[src/rtl/refcounted_page_allocator_defines.svh]
// Assertion macros for the page allocator.
// The clock is clk_i and the active-low reset is rst_ni in every module that asserts.
`ifndef REFCOUNTED_PAGE_ALLOCATOR_DEFINES_SVH
`define REFCOUNTED_PAGE_ALLOCATOR_DEFINES_SVH

`ifndef NO_ASSERTIONS
// Checked while out of reset.
`define RPA_ASSERT(lbl, prop, msg) \
  lbl: assert property (@(posedge clk_i) disable iff (!rst_ni) prop) else $error(msg);
// Checked at every edge, including during reset.
`define RPA_ASSERT_ALWAYS(lbl, prop, msg) \
  lbl: assert property (@(posedge clk_i) prop) else $error(msg);
`else
`define RPA_ASSERT(lbl, prop, msg)
`define RPA_ASSERT_ALWAYS(lbl, prop, msg)
`endif

`endif

[src/rtl/rpa_pkg.sv]
`default_nettype none

package rpa_pkg;

  // Default geometry.
  localparam int NUM_PAGES_DEF  = 32768;
  localparam int PAGE_SHIFT_DEF = 12;

  // Field widths.
  localparam int CMD_W    = 3;
  localparam int STATUS_W = 3;
  localparam int ADDR_W   = 32;
  localparam int COUNT_W  = 7;
  localparam int CFG_IDX_W = 2;

  // Command codes.
  localparam logic [CMD_W-1:0] CMD_ALLOC = 3'd0;
  localparam logic [CMD_W-1:0] CMD_FREE  = 3'd1;
  localparam logic [CMD_W-1:0] CMD_REF   = 3'd2;
  localparam logic [CMD_W-1:0] CMD_DEREF = 3'd3;
  localparam logic [CMD_W-1:0] CMD_QUERY = 3'd4;

  // Status codes.
  localparam logic [STATUS_W-1:0] ST_OK         = 3'd0;
  localparam logic [STATUS_W-1:0] ST_EMPTY      = 3'd1;
  localparam logic [STATUS_W-1:0] ST_BADADDR    = 3'd2;
  localparam logic [STATUS_W-1:0] ST_REFERENCED = 3'd3;
  localparam logic [STATUS_W-1:0] ST_FULL       = 3'd4;

  // Configuration register indexes.
  localparam logic [CFG_IDX_W-1:0] REG_REGION_BASE = 2'd0;
  localparam logic [CFG_IDX_W-1:0] REG_REGION_TOP  = 2'd1;

  // Saturation limit of a reference count.
  localparam logic [COUNT_W-1:0] COUNT_MAX = 7'd127;

  // Commands from the controller to the datapath.
  typedef struct packed {
    logic capture;  // register a new command from the ports
    logic decode;   // check the address and read the tables
    logic exec;     // update the tables and present the result
    logic clear;    // write one zero count of the reset sweep
  } ctl_t;

  // Status from the datapath to the controller.
  typedef struct packed {
    logic clear_last;  // the sweep writes its last entry this cycle
  } sts_t;

endpackage

`default_nettype wire

[src/rtl/rpa_ctrl.sv]
`default_nettype none

`include "refcounted_page_allocator_defines.svh"

module rpa_ctrl (
  input  wire logic         clk_i,
  input  wire logic         rst_ni,
  input  wire logic         start,
  input  rpa_pkg::sts_t     sts_i,
  output rpa_pkg::ctl_t     ctl_o,
  output logic              busy_o
);

  typedef enum logic [1:0] {
    S_CLEAR,
    S_IDLE,
    S_DECODE,
    S_EXEC
  } state_e;

  state_e state_q, state_d;
  logic   busy_q;

  // Command strobes toward the datapath.
  always_comb begin
    ctl_o         = '0;
    ctl_o.capture = start && !busy_q;
    ctl_o.decode  = (state_q == S_DECODE);
    ctl_o.exec    = (state_q == S_EXEC);
    ctl_o.clear   = (state_q == S_CLEAR);
  end

  // Next state. A new command may be taken while the previous one executes.
  always_comb begin
    state_d = state_q;
    unique case (state_q)
      S_CLEAR: begin
        if (sts_i.clear_last) begin
          state_d = S_IDLE;
        end
      end
      S_IDLE, S_EXEC: begin
        state_d = ctl_o.capture ? S_DECODE : S_IDLE;
      end
      S_DECODE: begin
        state_d = S_EXEC;
      end
      default: begin
        state_d = S_IDLE;
      end
    endcase
  end

  // State and the registered busy flag.
  always_ff @(posedge clk_i or negedge rst_ni) begin
    if (!rst_ni) begin
      state_q <= S_CLEAR;
      busy_q  <= 1'b1;
    end else begin
      state_q <= state_d;
      busy_q  <= (state_d == S_CLEAR) || (state_d == S_DECODE);
    end
  end

  assign busy_o = busy_q;

  `RPA_ASSERT(a_capture_to_decode, ctl_o.capture |=> state_q == S_DECODE,
              "accepted command did not enter decode")
  `RPA_ASSERT(a_decode_to_exec, state_q == S_DECODE |=> state_q == S_EXEC,
              "decode not followed by execute")
  `RPA_ASSERT(a_no_capture_in_clear, state_q == S_CLEAR |-> !ctl_o.capture,
              "command accepted during the count sweep")

endmodule

`default_nettype wire

[config.mk]
export PLATFORM = sky130hd
export DESIGN_NAME = rpa_ctrl
export DESIGN_NICKNAME = d
export VERILOG_FILES = /design/src/rtl/rpa_pkg.sv /design/src/rtl/rpa_ctrl.sv
export VERILOG_INCLUDE_DIRS = /design/src /design/src/rtl
export SDC_FILE = /design/constraint.sdc
export NUM_CORES = 1
export LEC_CHECK = 0
export ABC_AREA = 1
export BUFFER_PORTS_ARGS = -buffer_cell sky130_fd_sc_hd__buf_4
export CAP_MARGIN = 20
export CORE_AREA = 2 2 39 41
export CTS_CLUSTER_SIZE = 25
export DETAILED_ROUTE_END_ITERATION = 8
export DIE_AREA = 0 0 41 43
export SLEW_MARGIN = 20
export SYNTH_ARGS = -nofsm -noshare
export SYNTH_HDL_FRONTEND = slang
export SYNTH_SLANG_ARGS = --single-unit
[constraint.sdc]
create_clock -name clk_i -period 2 [get_ports clk_i]
set_clock_uncertainty 0.05 [all_clocks]
set_input_delay 0.3 -clock clk_i [delete_from_list [all_inputs] [get_ports clk_i]]
set_output_delay 0.3 -clock clk_i [all_outputs]
set_load 0.01 [all_outputs]
==> results.json <==
{
  "slew_violations": 0,
  "status": "completed",
  "drive_gt1_frac": 0.5333,
  "fillers": 162,
  "leakagePower_nw": 0.1351,
  "clkPwrFrac": 0.272,
  "synth_area_leader_cell": "dfrtp_1",
  "antenna_cells": 0,
  "hold_viol": 0,
  "synth_cell_type_count": 11,
  "power_switching_mw": 0.1330,
  "crit_start": "busy_o",
  "ys_top_cells_by_area": "dfrtp_1, dfstp_2, inv_1, inv_2, nand2_1",
  "crit_type": "reg2out",
  "fmax_ghz": 0.7703,
  "ant_nets": 0,
  "grt_pass1_wl_um": 434,
  "synth.top_cells.by_count": "inv_1, dfrtp_1, inv_2, nand2_1, nor2_1",
  "netlist_area_um2": 136.4,
  "power_density_nw_per_um2": 1517,
  "num_io_pins": 9,
  "synthFlopType": "dfrtp_1",
  "yosysSeqAreaShare": 0.5596,
  "rows": 14,
  "wire_per_inst_um": 6.043,
  "hold_path.class": "in2reg",
  "port_buffers": 8,
  "syn2layout_area_growth_pct": 85.32,
  "dr.pass1.iters": 2,
  "setup_viol": 0,
  "hpwl_um": 209.2,
  "syn_nets": 21,
  "cts_tree": "done",
  "totalNegativeSetupSlack_ps": 0,
  "worstHoldStart": "sts_i",
  "synth-seq-cells": 3,
  "cap_violations": 0,
  "clk_latency_ps": 230,
  "cp_max_fo": 3,
  "first_global_vias": 130,
  "ctsHtreeMaxLevel": 1,
  "syn_avg_cell_area_um2": 8.022,
  "drc": 0,
  "grt_max_degree": 6,
  "synth.most_common_cell": "inv_1",
  "dieArea_um2": 1763,
  "max-slew-margin-rel": 0.8935,
  "rsz0062_at_grt": "false",
  "period_needed_ps": 1298,
  "grt_antenna_before_repair": 0,
  "gr-total-overflow": 0,
  "die_w_um": 41,
  "ys_async_sr_fraction": 1.000,
  "viasPerCell": 3.065,
  "pwr-share-seq": 0.336,
  "worst-endpoint-arrival_ps": 950,
  "cell_internal_pwr_mw": 0.2504,
  "start_util": 0.09855,
  "clkTransAtPathRegs_ps": 40,
  "ir_drop_uv": 237.9,
  "numCtsBuffers": 3,
  "core_area_um2": 1384,
  "synth_edf_count": 0,
  "clock_sinks": 3,
  "cts.root.buffer_cell": "clkbuf_4",
  "worstPathRequired_ps": 1650,
  "worst_slew_pin_slew_ps": 159.7,
  "routabilityCongestion": 0.5276,
  "synth_top_area_share": 0.3670,
  "sw_frac_of_total": 0.3469,
  "r2r_start": "busy_o",
  "syn_inst": 17,
  "vias": 141,
  "fin_crit_sh": 0.6491,
  "p_comb_frac": 0.392,
  "drt-total-wl_um": 278,
  "fp.dieH_um": 43,
  "ys_warn_count": 0,
  "crit_path_end_kind": "output pin",
  "cts_buffer_depth": 2,
  "grt_use_total": 0.04632,
  "fin_nets": 35,
  "worstSetupStartpointType": "flop",
  "hold_ws_ps": 274.4,
  "drt_iter0_markers": 1
}
routing by layer:
layer  global-route usage  routed length, um  vias to the layer above
li1                     -                  -                       74
met1              0.03247                105                       59
met5                    0                  0                        -
met2              0.05625                123                        8
met4              0.08000                  0                        0
met3              0.03141                 49                        0
path summary, 6_finish.rpt:
check / slack, ps / cells past startpoint / to
setup reg to reg: 1080 / 3 / flop
hold / removal: 270 / 4 / busy_o
max in group asynchronous: 1370 / 2 / busy_o
min in group asynchronous: 350 / 2 / state_q[0]
setup / recovery: 700 / 2 / ctl_o[3]
hold reg to reg: 490 / 3 / busy_o
cells in the final DEF, fill, tap and decap left out, drive strengths merged:
cell,n
buf,8
inv,5
clkbuf,4
nand2,3
nor2,3
dfrtp,2
clkinv,1
nand3,1
o21ai,1
dfstp,1
dlygate4sd3,1
stage by stage:
step           worst slack (ps)  cells  utilization  cell area, um2  power, mW
3_5_place_dp              945.2     41       0.1564           216.5     0.2818
2_1_floorplan              1022     17            -           136.4     0.2022
6_report                  701.7     46       0.1826           252.7     0.3834
5_1_grt                   660.3     46       0.1826           252.7     0.4292
4_1_cts                   691.5     46       0.1826           252.7     0.3947
3_3_place_gp              949.4     41       0.1564           216.5     0.2783
critical path, stage by stage (launching register included):
cell and delay [ps]:
dfstp_2 540, nor2_1 50, buf_4 130
cell type report:
type                       count  area, um2  share of cell area
sequential                     3      76.32              0.3020
timing repair buffer           9      70.07              0.2772
multi-input combinational      8      37.54              0.1485
clock buffer                   4      26.28              0.1040
inverter                       6      22.52             0.08911
tap                           16      20.02             0.07921
power groups by stage:
| stage | Combinational [mW] | Clock (mW) | Sequential [mW] |
|---|---|---|---|
| 3_5_place_dp | 0.152 | 0 | 0.130 |
| 2_1_floorplan | 0.0716 | 0 | 0.131 |
| 6_report | 0.150 | 0.104 | 0.129 |
| 3_3_place_gp | 0.150 | 0 | 0.128 |
| 4_1_cts | 0.155 | 0.111 | 0.128 |
| 5_1_grt | 0.176 | 0.116 | 0.137 |
logic make-up (layout without fill, tap and decap cells):
| kind of cell | Yosys count | in the layout | share of synthesized area |
|---|---|---|---|
| AO/OA/AOI/OAI | 1 | 1 | 0.03666 |
| buffers and inverters | 6 | 19 | 0.1651 |
| flip-flops | 3 | 3 | 0.5597 |
| AND/OR/NAND/NOR | 7 | 7 | 0.2386 |
repair_timing:
| item | CTS | global route |
|---|---|---|
| endpoints found under the setup margin | 0 | 0 |
| resized for setup | 0 | 0 |
| hold endpoints to repair | 3 | 0 |
| hold buffers | 1 | 0 |
| buffers inserted | 0 | 0 |
No activity file was read; power rests on OpenSTA's default activity.
